===== src/design/stok_pkg.sv =====
// stok_pkg: token kinds, result record and byte classification helpers
// for the source tokenizer. No dependencies.
`default_nettype none

package stok_pkg;

  // Token kinds, in output code order.
  typedef enum logic [5:0] {
    K_IDENT, K_FOR, K_IF, K_ELSE, K_WHILE, K_RETURN, K_ELSEIF,
    K_INT, K_FLOAT,
    K_LPAREN, K_RPAREN, K_ADD_ASGN, K_ADD, K_SUB_ASGN, K_SUB,
    K_MUL_ASGN, K_MUL, K_DIV_ASGN, K_DIV, K_COLON, K_EQ, K_ASGN,
    K_NE, K_NOT, K_LAND, K_BAND, K_LOR, K_BOR, K_LE, K_LT, K_GE, K_GT,
    K_EMUL, K_EDIV, K_EPOW, K_EMOD, K_DOT, K_POW, K_COMMA,
    K_MOD_ASGN, K_MOD,
    K_END, K_BAD_CHAR, K_BAD_NUM
  } kind_e;

  localparam int unsigned FIELD_MAX   = 65535;
  localparam int unsigned MAX_RESULTS = 3;
  localparam int unsigned QDEPTH      = 4;

  // Keyword text, packed with the first byte highest.
  localparam logic [47:0] KW_FOR    = 48'h0000_0066_6F72;
  localparam logic [47:0] KW_IF     = 48'h0000_0000_6966;
  localparam logic [47:0] KW_ELSE   = 48'h0000_656C_7365;
  localparam logic [47:0] KW_WHILE  = 48'h0077_6869_6C65;
  localparam logic [47:0] KW_RETURN = 48'h7265_7475_726E;
  localparam logic [47:0] KW_ELSEIF = 48'h656C_7365_6966;

  typedef struct packed {
    logic [5:0]  kind;
    logic [15:0] start_offset;
    logic [15:0] token_length;
    logic        run_end;
  } res_t;

  // Results of one step, packed at the low slots.
  typedef struct packed {
    logic [1:0]       cnt;
    res_t [2:0]       item;
  } step_res_t;

  function automatic logic is_letter(logic [7:0] b);
    return (b >= "a" && b <= "z") || (b >= "A" && b <= "Z") || b == "_";
  endfunction

  function automatic logic is_numeral(logic [7:0] b);
    return b >= "0" && b <= "9";
  endfunction

  function automatic logic is_blank(logic [7:0] b);
    return b == " " || (b >= 8'd9 && b <= 8'd13);
  endfunction

  function automatic logic lone_hit(logic [7:0] b);
    return b == "(" || b == ")" || b == ":" || b == "^" || b == ",";
  endfunction

  function automatic kind_e lone_kind(logic [7:0] b);
    kind_e k;
    unique case (b)
      "(":     k = K_LPAREN;
      ")":     k = K_RPAREN;
      ":":     k = K_COLON;
      "^":     k = K_POW;
      ",":     k = K_COMMA;
      default: k = K_IDENT;
    endcase
    return k;
  endfunction

  function automatic logic held_hit(logic [7:0] b);
    return b == "+" || b == "-" || b == "*" || b == "/" || b == "=" ||
           b == "!" || b == "&" || b == "|" || b == "<" || b == ">" ||
           b == "." || b == "%";
  endfunction

  function automatic kind_e held_kind(logic [7:0] b);
    kind_e k;
    unique case (b)
      "+":     k = K_ADD;
      "-":     k = K_SUB;
      "*":     k = K_MUL;
      "/":     k = K_DIV;
      "=":     k = K_ASGN;
      "!":     k = K_NOT;
      "&":     k = K_BAND;
      "|":     k = K_BOR;
      "<":     k = K_LT;
      ">":     k = K_GT;
      ".":     k = K_DOT;
      "%":     k = K_MOD;
      default: k = K_IDENT;
    endcase
    return k;
  endfunction

  function automatic logic pair_hit(logic [7:0] h, logic [7:0] b);
    logic hit;
    priority if (h == ".") hit = (b == "*" || b == "/" || b == "^" || b == "%");
    else if (h == "&")     hit = (b == "&");
    else if (h == "|")     hit = (b == "|");
    else                   hit = (b == "=") &&
                                 (h == "+" || h == "-" || h == "*" || h == "/" ||
                                  h == "=" || h == "!" || h == "<" || h == ">" ||
                                  h == "%");
    return hit;
  endfunction

  function automatic kind_e pair_kind(logic [7:0] h, logic [7:0] b);
    kind_e k;
    k = K_IDENT;
    if (h == ".") begin
      unique case (b)
        "*":     k = K_EMUL;
        "/":     k = K_EDIV;
        "^":     k = K_EPOW;
        "%":     k = K_EMOD;
        default: k = K_IDENT;
      endcase
    end else begin
      unique case (h)
        "&":     k = K_LAND;
        "|":     k = K_LOR;
        "+":     k = K_ADD_ASGN;
        "-":     k = K_SUB_ASGN;
        "*":     k = K_MUL_ASGN;
        "/":     k = K_DIV_ASGN;
        "=":     k = K_EQ;
        "!":     k = K_NE;
        "<":     k = K_LE;
        ">":     k = K_GE;
        "%":     k = K_MOD_ASGN;
        default: k = K_IDENT;
      endcase
    end
    return k;
  endfunction

  function automatic kind_e word_kind(logic [47:0] w, logic too_long);
    kind_e k;
    priority if (too_long) k = K_IDENT;
    else if (w == KW_FOR)    k = K_FOR;
    else if (w == KW_IF)     k = K_IF;
    else if (w == KW_ELSE)   k = K_ELSE;
    else if (w == KW_WHILE)  k = K_WHILE;
    else if (w == KW_RETURN) k = K_RETURN;
    else if (w == KW_ELSEIF) k = K_ELSEIF;
    else                     k = K_IDENT;
    return k;
  endfunction

endpackage

`default_nettype wire


===== src/design/stok_if.sv =====
// stok_in_if / stok_out_if: valid-ready channels for source bytes and tokens.
// No dependencies.
`default_nettype none

interface stok_in_if;
  logic       valid;
  logic       ready;
  logic [7:0] char_code;
  logic       final_byte;
  modport source (output valid, char_code, final_byte, input ready);
  modport sink   (input valid, char_code, final_byte, output ready);
endinterface

interface stok_out_if;
  logic        valid;
  logic        ready;
  logic [5:0]  kind;
  logic [15:0] start_offset;
  logic [15:0] token_length;
  logic        run_end;
  modport source (output valid, kind, start_offset, token_length, run_end,
                  input ready);
  modport sink   (input valid, kind, start_offset, token_length, run_end,
                  output ready);
endinterface

`default_nettype wire


===== src/design/stok_core.sv =====
// stok_core: scanner state and the per-byte step, up to three results a byte.
// Depends on stok_pkg.
`default_nettype none

module stok_core #(
  parameter int unsigned OffsetBits = 16
) (
  input  wire logic              clk_i,
  input  wire logic              rst_ni,
  input  wire logic              step_i,
  input  wire logic [7:0]        char_code_i,
  input  wire logic              final_byte_i,
  output stok_pkg::step_res_t    res_o
);
  import stok_pkg::*;

  localparam int unsigned WideBits = (OffsetBits > 16) ? OffsetBits : 16;
  localparam logic [OffsetBits-1:0] OffMax = '1;

  typedef enum logic [2:0] {
    MODE_IDLE, MODE_WORD, MODE_NUMBER, MODE_HELD, MODE_DROP
  } mode_e;

  mode_e                 mode_q, mode_d;
  logic [7:0]            hop_q, hop_d;
  logic [47:0]           pref_q, pref_d;
  logic                  tl_q, tl_d;
  logic                  dot_q, dot_d;
  logic [OffsetBits-1:0] pos_q, pos_d;
  logic [OffsetBits-1:0] tb_q, tb_d;

  logic [OffsetBits-1:0] nxt;
  logic                  used;
  res_t                  e [4];
  logic [3:0]            ev;
  res_t [2:0]            slot;
  logic [1:0]            n;

  function automatic logic [15:0] clip_f(logic [OffsetBits-1:0] v);
    logic [WideBits-1:0] x;
    x = WideBits'(v);
    if (x > WideBits'(FIELD_MAX)) return 16'hFFFF;
    return x[15:0];
  endfunction

  function automatic logic [15:0] len_f(logic [OffsetBits-1:0] fin,
                                        logic [OffsetBits-1:0] beg);
    logic [OffsetBits-1:0] d;
    d = (fin >= beg) ? fin - beg : '0;
    return clip_f(d);
  endfunction

  function automatic logic pending_f(mode_e m);
    return m == MODE_WORD || m == MODE_NUMBER || m == MODE_HELD;
  endfunction

  // Token left open in mode m, closed at offset fin.
  function automatic res_t flush_f(mode_e m, logic [47:0] w, logic tl,
                                   logic dot, logic [7:0] h,
                                   logic [OffsetBits-1:0] beg,
                                   logic [OffsetBits-1:0] fin);
    res_t r;
    r.start_offset = clip_f(beg);
    r.token_length = len_f(fin, beg);
    r.run_end      = 1'b0;
    unique case (m)
      MODE_WORD:   r.kind = word_kind(w, tl);
      MODE_NUMBER: r.kind = dot ? K_FLOAT : K_INT;
      MODE_HELD:   r.kind = held_kind(h);
      default:     r.kind = K_IDENT;
    endcase
    return r;
  endfunction

  always_comb begin
    mode_d = mode_q;
    hop_d  = hop_q;
    pref_d = pref_q;
    tl_d   = tl_q;
    dot_d  = dot_q;
    pos_d  = pos_q;
    tb_d   = tb_q;
    nxt    = (pos_q != OffMax) ? pos_q + 1'b1 : pos_q;
    used   = 1'b0;
    ev     = '0;
    for (int i = 0; i < 4; i++) e[i] = '0;

    // Continue the open token, or close it.
    unique case (mode_q)
      MODE_WORD: begin
        if (is_letter(char_code_i) || is_numeral(char_code_i)) begin
          used = 1'b1;
          if (pref_q[47:40] != 8'd0) tl_d = 1'b1;
          else                       pref_d = {pref_q[39:0], char_code_i};
        end else begin
          ev[0]  = 1'b1;
          e[0]   = flush_f(mode_q, pref_q, tl_q, dot_q, hop_q, tb_q, pos_q);
          mode_d = MODE_IDLE;
        end
      end
      MODE_NUMBER: begin
        if (is_numeral(char_code_i)) begin
          used = 1'b1;
        end else if (char_code_i == ".") begin
          used = 1'b1;
          if (dot_q) begin
            ev[0]  = 1'b1;
            e[0]   = '{kind: K_BAD_NUM, start_offset: clip_f(pos_q),
                       token_length: 16'd1, run_end: 1'b1};
            mode_d = MODE_DROP;
          end else begin
            dot_d = 1'b1;
          end
        end else begin
          ev[0]  = 1'b1;
          e[0]   = flush_f(mode_q, pref_q, tl_q, dot_q, hop_q, tb_q, pos_q);
          mode_d = MODE_IDLE;
        end
      end
      MODE_HELD: begin
        ev[0]  = 1'b1;
        mode_d = MODE_IDLE;
        if (pair_hit(hop_q, char_code_i)) begin
          used = 1'b1;
          e[0] = '{kind: pair_kind(hop_q, char_code_i), start_offset: clip_f(tb_q),
                   token_length: len_f(nxt, tb_q), run_end: 1'b0};
        end else begin
          e[0] = flush_f(mode_q, pref_q, tl_q, dot_q, hop_q, tb_q, pos_q);
        end
      end
      MODE_IDLE, MODE_DROP: ;
      default: ;
    endcase

    // Start a new token with this byte.
    if (mode_q != MODE_DROP && !used) begin
      priority if (is_letter(char_code_i)) begin
        mode_d = MODE_WORD;
        tb_d   = pos_q;
        pref_d = {40'd0, char_code_i};
        tl_d   = 1'b0;
      end else if (is_numeral(char_code_i)) begin
        mode_d = MODE_NUMBER;
        tb_d   = pos_q;
        dot_d  = 1'b0;
      end else if (is_blank(char_code_i)) begin
        mode_d = MODE_IDLE;
      end else if (lone_hit(char_code_i)) begin
        ev[1] = 1'b1;
        e[1]  = '{kind: lone_kind(char_code_i), start_offset: clip_f(pos_q),
                  token_length: 16'd1, run_end: 1'b0};
      end else if (held_hit(char_code_i)) begin
        mode_d = MODE_HELD;
        hop_d  = char_code_i;
        tb_d   = pos_q;
      end else begin
        ev[1]  = 1'b1;
        e[1]   = '{kind: K_BAD_CHAR, start_offset: clip_f(pos_q),
                   token_length: 16'd1, run_end: 1'b1};
        mode_d = MODE_DROP;
      end
    end

    // Last byte: close any open token, then the end token; clear all.
    if (mode_q != MODE_DROP && mode_d != MODE_DROP && final_byte_i) begin
      ev[2] = pending_f(mode_d);
      e[2]  = flush_f(mode_d, pref_d, tl_d, dot_d, hop_d, tb_d, nxt);
      ev[3] = 1'b1;
      e[3]  = '{kind: K_END, start_offset: clip_f(nxt),
                token_length: 16'd0, run_end: 1'b1};
    end

    if (final_byte_i) begin
      mode_d = MODE_IDLE;
      hop_d  = '0;
      pref_d = '0;
      tl_d   = 1'b0;
      dot_d  = 1'b0;
      pos_d  = '0;
      tb_d   = '0;
    end else if (mode_q != MODE_DROP) begin
      pos_d = nxt;
    end

    // Pack the results into the low slots in order.
    n    = '0;
    slot = '0;
    for (int i = 0; i < 4; i++) begin
      if (ev[i] && n != 2'd3) begin
        slot[n] = e[i];
        n       = n + 2'd1;
      end
    end
    res_o.cnt  = step_i ? n : 2'd0;
    res_o.item = slot;
  end

  always_ff @(posedge clk_i or negedge rst_ni) begin
    if (!rst_ni) begin
      mode_q <= MODE_IDLE;
      hop_q  <= '0;
      pref_q <= '0;
      tl_q   <= 1'b0;
      dot_q  <= 1'b0;
      pos_q  <= '0;
      tb_q   <= '0;
    end else if (step_i) begin
      mode_q <= mode_d;
      hop_q  <= hop_d;
      pref_q <= pref_d;
      tl_q   <= tl_d;
      dot_q  <= dot_d;
      pos_q  <= pos_d;
      tb_q   <= tb_d;
    end
  end

endmodule

`default_nettype wire


===== src/design/source_tokenizer.sv =====
// source_tokenizer: streaming lexer, one source byte in, tokens out.
// An accepted byte is held in the input register, then scanned into the queue.
// Throughput: one byte per cycle while bytes average at most one token and the
//   sink is ready; a byte yields up to three tokens, drained one per ready cycle
//   from a 4-entry token queue; the scanner waits while it holds more than one token.
// Reset (rst_ni, async, low): queue empty, scanner idle, offset 0.
// Depends on stok_pkg, stok_in_if/stok_out_if and stok_core.
`default_nettype none

module source_tokenizer #(
  parameter int unsigned OffsetBits = 16
) (
  input  wire logic   clk_i,
  input  wire logic   rst_ni,
  stok_in_if.sink     item_i,
  stok_out_if.source  token_o
);
  import stok_pkg::*;

  localparam int unsigned PtrBits = $clog2(QDEPTH);
  localparam int unsigned CntBits = $clog2(QDEPTH + 1);

  // Input register: one byte waiting for the scanner.
  logic       in_vld_q;
  logic [7:0] char_q;
  logic       final_q;

  // Token queue.
  res_t               fifo_q [QDEPTH];
  logic [PtrBits-1:0] wr_ptr_q, rd_ptr_q;
  logic [CntBits-1:0] cnt_q;

  logic      room;
  logic      fire;
  logic      pop;
  step_res_t step_res;

  // The scanner steps only when the queue can absorb a full three-token burst.
  assign room = cnt_q <= CntBits'(QDEPTH - MAX_RESULTS);
  assign fire = in_vld_q && room;
  assign pop  = token_o.valid && token_o.ready;

  assign item_i.ready = !in_vld_q || fire;

  always_ff @(posedge clk_i or negedge rst_ni) begin
    if (!rst_ni) begin
      in_vld_q <= 1'b0;
    end else if (item_i.ready) begin
      in_vld_q <= item_i.valid;
    end
  end

  always_ff @(posedge clk_i) begin
    if (item_i.valid && item_i.ready) begin
      char_q  <= item_i.char_code;
      final_q <= item_i.final_byte;
    end
  end

  stok_core #(
    .OffsetBits (OffsetBits)
  ) u_core (
    .clk_i        (clk_i),
    .rst_ni       (rst_ni),
    .step_i       (fire),
    .char_code_i  (char_q),
    .final_byte_i (final_q),
    .res_o        (step_res)
  );

  // Tokens of one step land in consecutive queue slots.
  always_ff @(posedge clk_i) begin
    for (int i = 0; i < MAX_RESULTS; i++) begin
      if (i < int'(step_res.cnt)) begin
        fifo_q[wr_ptr_q + PtrBits'(i)] <= step_res.item[i];
      end
    end
  end

  always_ff @(posedge clk_i or negedge rst_ni) begin
    if (!rst_ni) begin
      wr_ptr_q <= '0;
      rd_ptr_q <= '0;
      cnt_q    <= '0;
    end else begin
      wr_ptr_q <= wr_ptr_q + PtrBits'(step_res.cnt);
      rd_ptr_q <= rd_ptr_q + PtrBits'(pop);
      cnt_q    <= cnt_q + CntBits'(step_res.cnt) - CntBits'(pop);
    end
  end

  assign token_o.valid        = cnt_q != '0;
  assign token_o.kind         = fifo_q[rd_ptr_q].kind;
  assign token_o.start_offset = fifo_q[rd_ptr_q].start_offset;
  assign token_o.token_length = fifo_q[rd_ptr_q].token_length;
  assign token_o.run_end      = fifo_q[rd_ptr_q].run_end;

endmodule

`default_nettype wire


===== src/flat_wrapper.sv =====
// flat-port wrapper written by rule: the top's interface ports become plain ports
module source_tokenizer_flat import stok_pkg::*;
#(
  parameter int unsigned OffsetBits = 16
)
  (clk_i, rst_ni, item_i_valid, item_i_char_code, item_i_final_byte, item_i_ready, token_o_valid, token_o_kind, token_o_start_offset, token_o_token_length, token_o_run_end, token_o_ready);
  stok_in_if item_i_i ();
  stok_out_if token_o_i ();
  input  wire logic clk_i;
  input  wire logic rst_ni;
  input wire logic [$bits(item_i_i.valid)-1:0] item_i_valid;
  input wire logic [$bits(item_i_i.char_code)-1:0] item_i_char_code;
  input wire logic [$bits(item_i_i.final_byte)-1:0] item_i_final_byte;
  output wire logic [$bits(item_i_i.ready)-1:0] item_i_ready;
  output wire logic [$bits(token_o_i.valid)-1:0] token_o_valid;
  output wire logic [$bits(token_o_i.kind)-1:0] token_o_kind;
  output wire logic [$bits(token_o_i.start_offset)-1:0] token_o_start_offset;
  output wire logic [$bits(token_o_i.token_length)-1:0] token_o_token_length;
  output wire logic [$bits(token_o_i.run_end)-1:0] token_o_run_end;
  input wire logic [$bits(token_o_i.ready)-1:0] token_o_ready;
  assign item_i_i.valid = item_i_valid;
  assign item_i_i.char_code = item_i_char_code;
  assign item_i_i.final_byte = item_i_final_byte;
  assign item_i_ready = item_i_i.ready;
  assign token_o_valid = token_o_i.valid;
  assign token_o_kind = token_o_i.kind;
  assign token_o_start_offset = token_o_i.start_offset;
  assign token_o_token_length = token_o_i.token_length;
  assign token_o_run_end = token_o_i.run_end;
  assign token_o_i.ready = token_o_ready;
  source_tokenizer #(.OffsetBits(OffsetBits)) u_core (.clk_i(clk_i), .rst_ni(rst_ni), .item_i(item_i_i), .token_o(token_o_i));
endmodule

===== config.mk =====
export PLATFORM = sky130hd
export DESIGN_NAME = source_tokenizer_flat
export DESIGN_NICKNAME = d
export VERILOG_FILES = /design/src/design/stok_pkg.sv /design/src/design/stok_if.sv /design/src/design/stok_core.sv /design/src/design/source_tokenizer.sv /design/src/flat_wrapper.sv
export SDC_FILE = /design/constraint.sdc
export NUM_CORES = 1
export LEC_CHECK = 0
export BUFFER_PORTS_ARGS = -buffer_cell sky130_fd_sc_hd__buf_2
export CAP_MARGIN = 15
export CORE_MARGIN = 5
export CORE_UTILIZATION = 50
export DETAILED_ROUTE_END_ITERATION = 8
export GPL_TIMING_DRIVEN = 0
export PLACE_DENSITY = 0.65
export SYNTH_ARGS = -nofsm -noshare
export SYNTH_HDL_FRONTEND = slang
export SYNTH_HIERARCHICAL = 1
export SYNTH_SLANG_ARGS = --single-unit
export TNS_END_PERCENT = 10

===== constraint.sdc =====
create_clock -name clk_i -period 21 [get_ports clk_i]
set_input_delay 1.05 -clock clk_i [delete_from_list [all_inputs] [get_ports clk_i]]
set_output_delay 1.05 -clock clk_i [all_outputs]
set_load 0.01 [all_outputs]

==> flow_summary.ini, run 1 <==
[floorplanning]
die_y_um = 216
die_w_um = 216
io_pins = 54
start_util = 0.505
rows = 75
die_area_mm2 = 0.0466
core-area_mm2 = 0.0419

[critical_path]
cp_data_required_time_ps = 21410
critical_path_class = register to register
cp_slowest_cell = buf_1
critPathTopFamily = buffers and inverters
critPathArrivalTime_ps = 8190
cp_max_fo = 10
cp.buffers_inverters = 6
path_cells = buf_2 -> buf_1 -> nand3_1 -> o21ai_0 -> nor3_1 -> nor3_2 -> clkbuf_1 -> mux2i_1 -> inv_1 -> ha_1 -> fa_1 -> nor2b_1 -> o31a_1 -> o221a_2 -> o41a_1 -> a41o_1 -> o211ai_1 -> a21oi_1 -> buf_4 -> nand3_1 -> buf_2 -> nor2_1 -> nand2_1 -> a31oi_1
end_kind = register
max_stage_delay_ps = 630
cp-start-kind = register

[sta]
setup_viol = 0
min_period_over_period = 0.371
hold_violations = 0
rsz0062_at_grt = no
tns_ps = 0
worst_pin_slew_ps = 1360
drv_slew = 0
slew_headroom = 0.0824
max_freq_ghz = 0.129
skew_ps = 34.6
min_period_ps = 7780

[final_layout]
regArea_mm2 = 0.00748
areaGrowthSynthToFinish_pct = 10.2
antenna_cells = 0
multi_input_area_mm2 = 0.0126
post_route_cells_drive_above_1_share = 0.112
fillCellCount = 3849
fin_nets = 2679

[global_route]
grt_pass1_wl_um = 130000
globalRouteOverflowTotal = 0
track_usage = 0.360
busiest_layer = met2
met1_usage = 0.503
antenna_found_initial = 1
use_met3 = 0.0880
grt_pass1_vias = 20200
met2_usage = 0.549
grt_max_degree = 65

[synthesis]
yosys_warnings = 6
yosysUniqueCellTypes = 110
async_flop_share = 0.380
syn_area_per_cell_um2 = 8.47
ys_ff_latch = 266
synth_edf_count = 165
syn_inst = 2501
syn_area_mm2 = 0.0212
synth_seq_area_share = 0.353
ys.flop_type = edfxtp_1
syn-num-nets = 2580

[status]
run_status = finished with violations
violations = DRC

[placed_design]
dp_hpwl_um = 66900
port_buffers = 53
gp_congestion = 1.00

[cts]
postCtsHoldBufs = 0
cts_root_buffer = clkbuf_16
clk_latency_ps = 610
clock_tree.buffer_depth = 3
path_clk_slew_ps = 60
cts_setup_buffers = 0
numClockSinks = 266
cts_resized = 0
cts_tree = yes
cts_inserted_buffers = 31
htreeDepth = 1

[routing]
wl_per_cell_um = 27.8
vias = 21900
vias_per_cell = 6.93
ant_nets = 0
first_pass_iters = 9
drtIter0Drc = 3466
wirelength_um = 87900
route.detailed.drc = 5

[power_and_ir_drop]
p_leak_nw = 8.91
p_per_area_mw_per_mm2 = 119
irDropWorstVdd_mv = 0.0832
p_total_mw = 2.78

[worst_hold_path]
holdCritPathClass = input port to async pin

[flow_run]
maxCapViolations = 0
[sequential cells by signal (all words and copies together) (netlist names)]
signal and count:
u_core/u_core/dot_q 1, u_core/u_core/hop_q 8, u_core/fifo_q 156, u_core/u_core/tl_q 1, u_core/wr_ptr_q 2, u_core/u_core/mode_q 3, u_core/in_vld_q 1, u_core/rd_ptr_q 2
u_core/char_q 8, u_core/u_core/pos_q 16, u_core/final_q 1, u_core/cnt_q 3, u_core/u_core/pref_q 48, u_core/u_core/tb_q 16
[worst register-to-register path: cells and delay by family (launching register included)]
family / cells / cell delay [ps]
AOI/OAI and AO/OA: 8 / 1900
adders and majority gates: 2 / 720
buffers and inverters: 6 / 2050
DFF: 1 / 430
muxes: 1 / 450
and+or+nand+nor: 7 / 2030
[report_power, final]
group	total, mW	switching [mW]	internal [mW]
clock	0.517	0.228	0.289
combinational	1.51	1.01	0.508
sequential	0.749	0.0475	0.702
total	2.78	1.28	1.50
[final timing paths]
kind	slack (ps)	to	start	cells past startpoint
setup / recovery	13220	u_core/fifo_q[3][16]$_DFFE_PP_	u_core/char_q[4]$_DFFE_PP_	24
hold / removal	440	u_core/cnt_q[1]$_DFF_PN0_	rst_ni	1
setup reg to reg	13220	u_core/fifo_q[3][16]$_DFFE_PP_	u_core/char_q[4]$_DFFE_PP_	24
hold reg to reg	500	u_core/cnt_q[0]$_DFF_PN0_	u_core/cnt_q[0]$_DFF_PN0_	1
max in group asynchronous	19760	u_core/u_core/tb_q[8]$_DFFE_PN0P_	rst_ni	2
min in group clk_i	500	u_core/cnt_q[0]$_DFF_PN0_	u_core/cnt_q[0]$_DFF_PN0_	1
[stage by stage]
stage	setup slack, ps	utilization	cells	hold slack [ps]	area, um^2
3_5_place_dp	13410	0.533	3104	489	22400
6_report	13220	0.556	3163	441	23300
3_3_place_gp	8830	0.527	3093	482	22100
4_1_cts	13370	0.556	3161	452	23300
2_1_floorplan	12930	-	2501	470	21200
5_1_grt	12890	0.556	3163	489	23300
[cells by family after synthesis]
kind of cell / synth area share
simple gates: 0.249
mux: 0.0569
flops: 0.353
compound gates: 0.226
buf+inv: 0.0517
fa+ha+maj: 0.0418
xor+xnor: 0.0223
[cell type report]
type | count | area share
plain buffers | 183 | 0.0374
clock buffers | 40 | 0.0368
clock inverters | 17 | 0.00477
inverters | 59 | 0.00949
multi-input cells | 1993 | 0.542
flip-flops and latches | 266 | 0.321
well taps | 539 | 0.0289
repair buffers | 66 | 0.0201
[cells in the mapped netlist, drive strengths merged (28+ instances only)]
library cell	count	area [um^2]
a211oi	28	220
a21oi	91	474
a22o	58	508
a22oi	32	250
a31oi	172	1080
buf	94	538
clkbuf	89	335
dfrtp	101	2530
edfxtp	165	4950
ha	62	776
inv	56	210
mux4	39	878
nand2	437	1650
nand3	43	220
nand4	36	246
nor2	333	1250
nor3	47	250
nor4	29	218
o21ai	75	375
o22ai	36	225
or3	32	210
xnor2	34	298
[layer usage]
metal	vias up	share of wire
met1	10500	0.39
met3	272	0.13
met4	2	0.046
met5	-	0.000080
met2	1542	0.43
li1	9586	-
[cell usage in the layout, fill, tap and decap left out, types with 9 or more instances in the layout]
cell type,Yosys,routed
o21ai_0,68,68
mux4_2,39,39
a22oi_1,30,30
nand2_1,436,436
nor4_1,26,25
o211ai_1,19,19
mux2i_1,26,26
or3_1,30,30
buf_2,61,116
clkbuf_1,88,92
o21a_1,18,18
a21oi_1,88,88
ha_1,62,62
nand4_1,34,34
inv_1,56,56
and2_1,14,14
edfxtp_1,165,165
nand3_1,42,42
a22o_1,58,58
buf_4,17,18
nand2b_1,21,21
a21o_1,21,21
a221oi_1,12,12
clkinv_1,3,9
nor3_1,44,44
a31oi_1,172,172
and3_1,13,13
nor2b_1,21,21
o2bb2ai_1,10,10
o22ai_1,36,36
xor2_1,20,20
nand4b_1,9,9
xnor2_1,34,34
a211oi_1,26,24
nand3b_1,13,13
clkbuf_16,0,31
dfrtp_1,101,101
o31ai_1,22,22
nor2_1,331,331
buf_1,10,10
Note: power is estimated with default switching activity, not from simulation.
==> inputs of run 2 (changes only) <==
clock period = 7.2 ns   (was 21 ns; I/O delays follow)
==> flow_summary.ini, run 2 (synthesis gave the netlist of run 1 again) <==
[cts]
cts_root_buffer = clkbuf_16
htreeDepth = 1
clk_latency_ps = 620
cts_inserted_buffers = 31
path_clk_slew_ps = 60
clock_tree.buffer_depth = 3
numClockSinks = 266
cts_tree = yes

[final_layout]
regMostFlops = u_core/fifo_q
stdcell_count = 3185
final_common_cell = nand2_1
antenna_cells = 0
top_regs = u_core/fifo_q x156, u_core/u_core/pref_q x48
post_route_cells_drive_above_1_share = 0.121
largest_reg_flops = 156
areaGrowthSynthToFinish_pct = 11.8
fin_nets = 2702
layout_common_cells = nand2_1 (436), nor2_1 (331), a31oi_1 (172)

[global_route]
grt_pass1_wl_um = 130000
grt_pass1_vias = 20300
track_usage = 0.359
grt_max_degree = 64
globalRouteOverflowTotal = 0
antenna_found_initial = 0

[routing]
vias = 22100
wl_per_cell_um = 27.5
ant_nets = 0
vias_per_cell = 6.95
wirelength_um = 87600
route.detailed.drc = 0
drtIter0Drc = 3364
first_pass_iters = 9

[floorplanning]
rows = 75
start_util = 0.505
core-area_mm2 = 0.0419
die_w_um = 216
die_y_um = 216
io_pins = 54
die_area_mm2 = 0.0466

[sta]
worst_pin_slew_ps = 1320
hold_violations = 0
drv_slew = 0
min_period_ps = 6890
min_period_over_period = 0.957
max_freq_ghz = 0.145
rsz0062_at_grt = no
tns_ps = 0
setup_viol = 0
skew_ps = 22.6
slew_headroom = 0.110

[power_and_ir_drop]
irDropWorstVdd_mv = 0.260
p_leak_nw = 9.05
p_per_area_mw_per_mm2 = 347

[flow_run]
maxCapViolations = 0

[placed_design]
port_buffers = 53
dp_hpwl_um = 66300
placed_cells = 3105
gp_congestion = 0.994

[critical_path]
cp_data_required_time_ps = 7590
end_kind = register
critical_path_class = register to register
cp-start-kind = register
cp_max_fo = 10
critPathArrivalTime_ps = 7290

[status]
run_status = completed

[worst_hold_path]
holdCritPathClass = input port to register
-- run 2: cell count changes in the layout (fill, tap and decap cells not counted), moves of 3 or more --
cell / before / now
buf_4: 18 / 31
clkbuf_1: 92 / 95
clkbuf_2: 1 / 4
clkinv_1: 9 / 5
dlygate4sd3_1: 0 / 11
-- run 2: path summary, 6_finish.rpt --
kind                                                 start  depth (start not counted)  slack (ps)                                 to
worst min register to register   u_core/cnt_q[0]$_DFF_PN0_                          1         520          u_core/cnt_q[0]$_DFF_PN0_
worst max register to register  u_core/char_q[3]$_DFFE_PP_                         25         310     u_core/fifo_q[2][16]$_DFFE_PP_
worst max-delay path            u_core/char_q[3]$_DFFE_PP_                         25         310     u_core/fifo_q[2][16]$_DFFE_PP_
max in group asynchronous                           rst_ni                          3        6100  u_core/u_core/tb_q[1]$_DFFE_PN0P_
worst min-delay path                         token_o_ready                          3         100       u_core/rd_ptr_q[1]$_DFF_PN0_
min in group asynchronous                           rst_ni                          2         300        u_core/in_vld_q$_DFFE_PN0P_
-- run 2: metal layers --
metal	vias up	share of wire	wire length [um]	track usage
met5	-	0	0	0
met4	0	0.044	3840	0.130
met3	277	0.13	11400	0.0890
met2	1650	0.43	37600	0.537
met1	10600	0.40	34700	0.508
li1	9619	-	-	-
-- run 2: critical path, cell delays in order, from the launching register on --
cell      delay (ps)
edfxtp_1         490
buf_2            270
inv_1            230
maj3_1           430
a211oi_2         340
nor3_1           130
nor3_4           190
buf_4            180
clkbuf_2         260
mux2i_2          340
inv_1            150
ha_1             240
fa_1             470
nor2b_1          180
o31a_1           190
o221a_2          210
o41a_1           200
a41o_1           250
o211ai_1         140
a21oi_1          230
buf_4            220
nand3_1          290
buf_2            340
nor2_1           240
nand2_1          100
a31oi_1          340
-- run 2: area by class of cell --
type / instances / area (um^2)
Fill cell: 3835 / 18300
Clock inverter: 11 / 129
Tap cell: 539 / 674
Sequential cell: 266 / 7480
Timing Repair Buffer: 90 / 691
Buffer: 182 / 875
Inverter: 59 / 221
Multi-Input combinational cell: 1993 / 12800
Clock buffer: 45 / 858
-- run 2: where the power goes --
| group | total, mW | switching [mW] | internal, mW |
|---|---|---|---|
| logic | 4.47 | 2.94 | 1.53 |
| clock network | 1.55 | 0.656 | 0.899 |
| registers | 2.19 | 0.141 | 2.05 |
-- run 2: per-stage QoR --
stage / power, mW / utilization / hold slack (ps) / worst slack [ps] / area, um^2
5_1_grt: 8.59 / 0.565 / 94.7 / 63.1 / 23700
6_report: 8.22 / 0.565 / 97.5 / 308 / 23700
3_3_place_gp: 6.35 / 0.528 / 482 / -4900 / 22100
3_5_place_dp: 6.48 / 0.533 / 407 / -507 / 22400
2_1_floorplan: 4.97 / - / 64.4 / -865 / 21200
4_1_cts: 8.07 / 0.561 / 89.7 / -41.0 / 23500
-- run 2: timing repair --
item / 4_1_cts / 5_1_grt
pin swaps: 2 / 2
buffers inserted: 4 / 8
hold endpoints to repair: 48 / 0
gates resized for setup: 4 / 25
gates cloned: 0 / 0
hold buffers: 11 / 0
endpoints found under the setup margin: 253 / 311
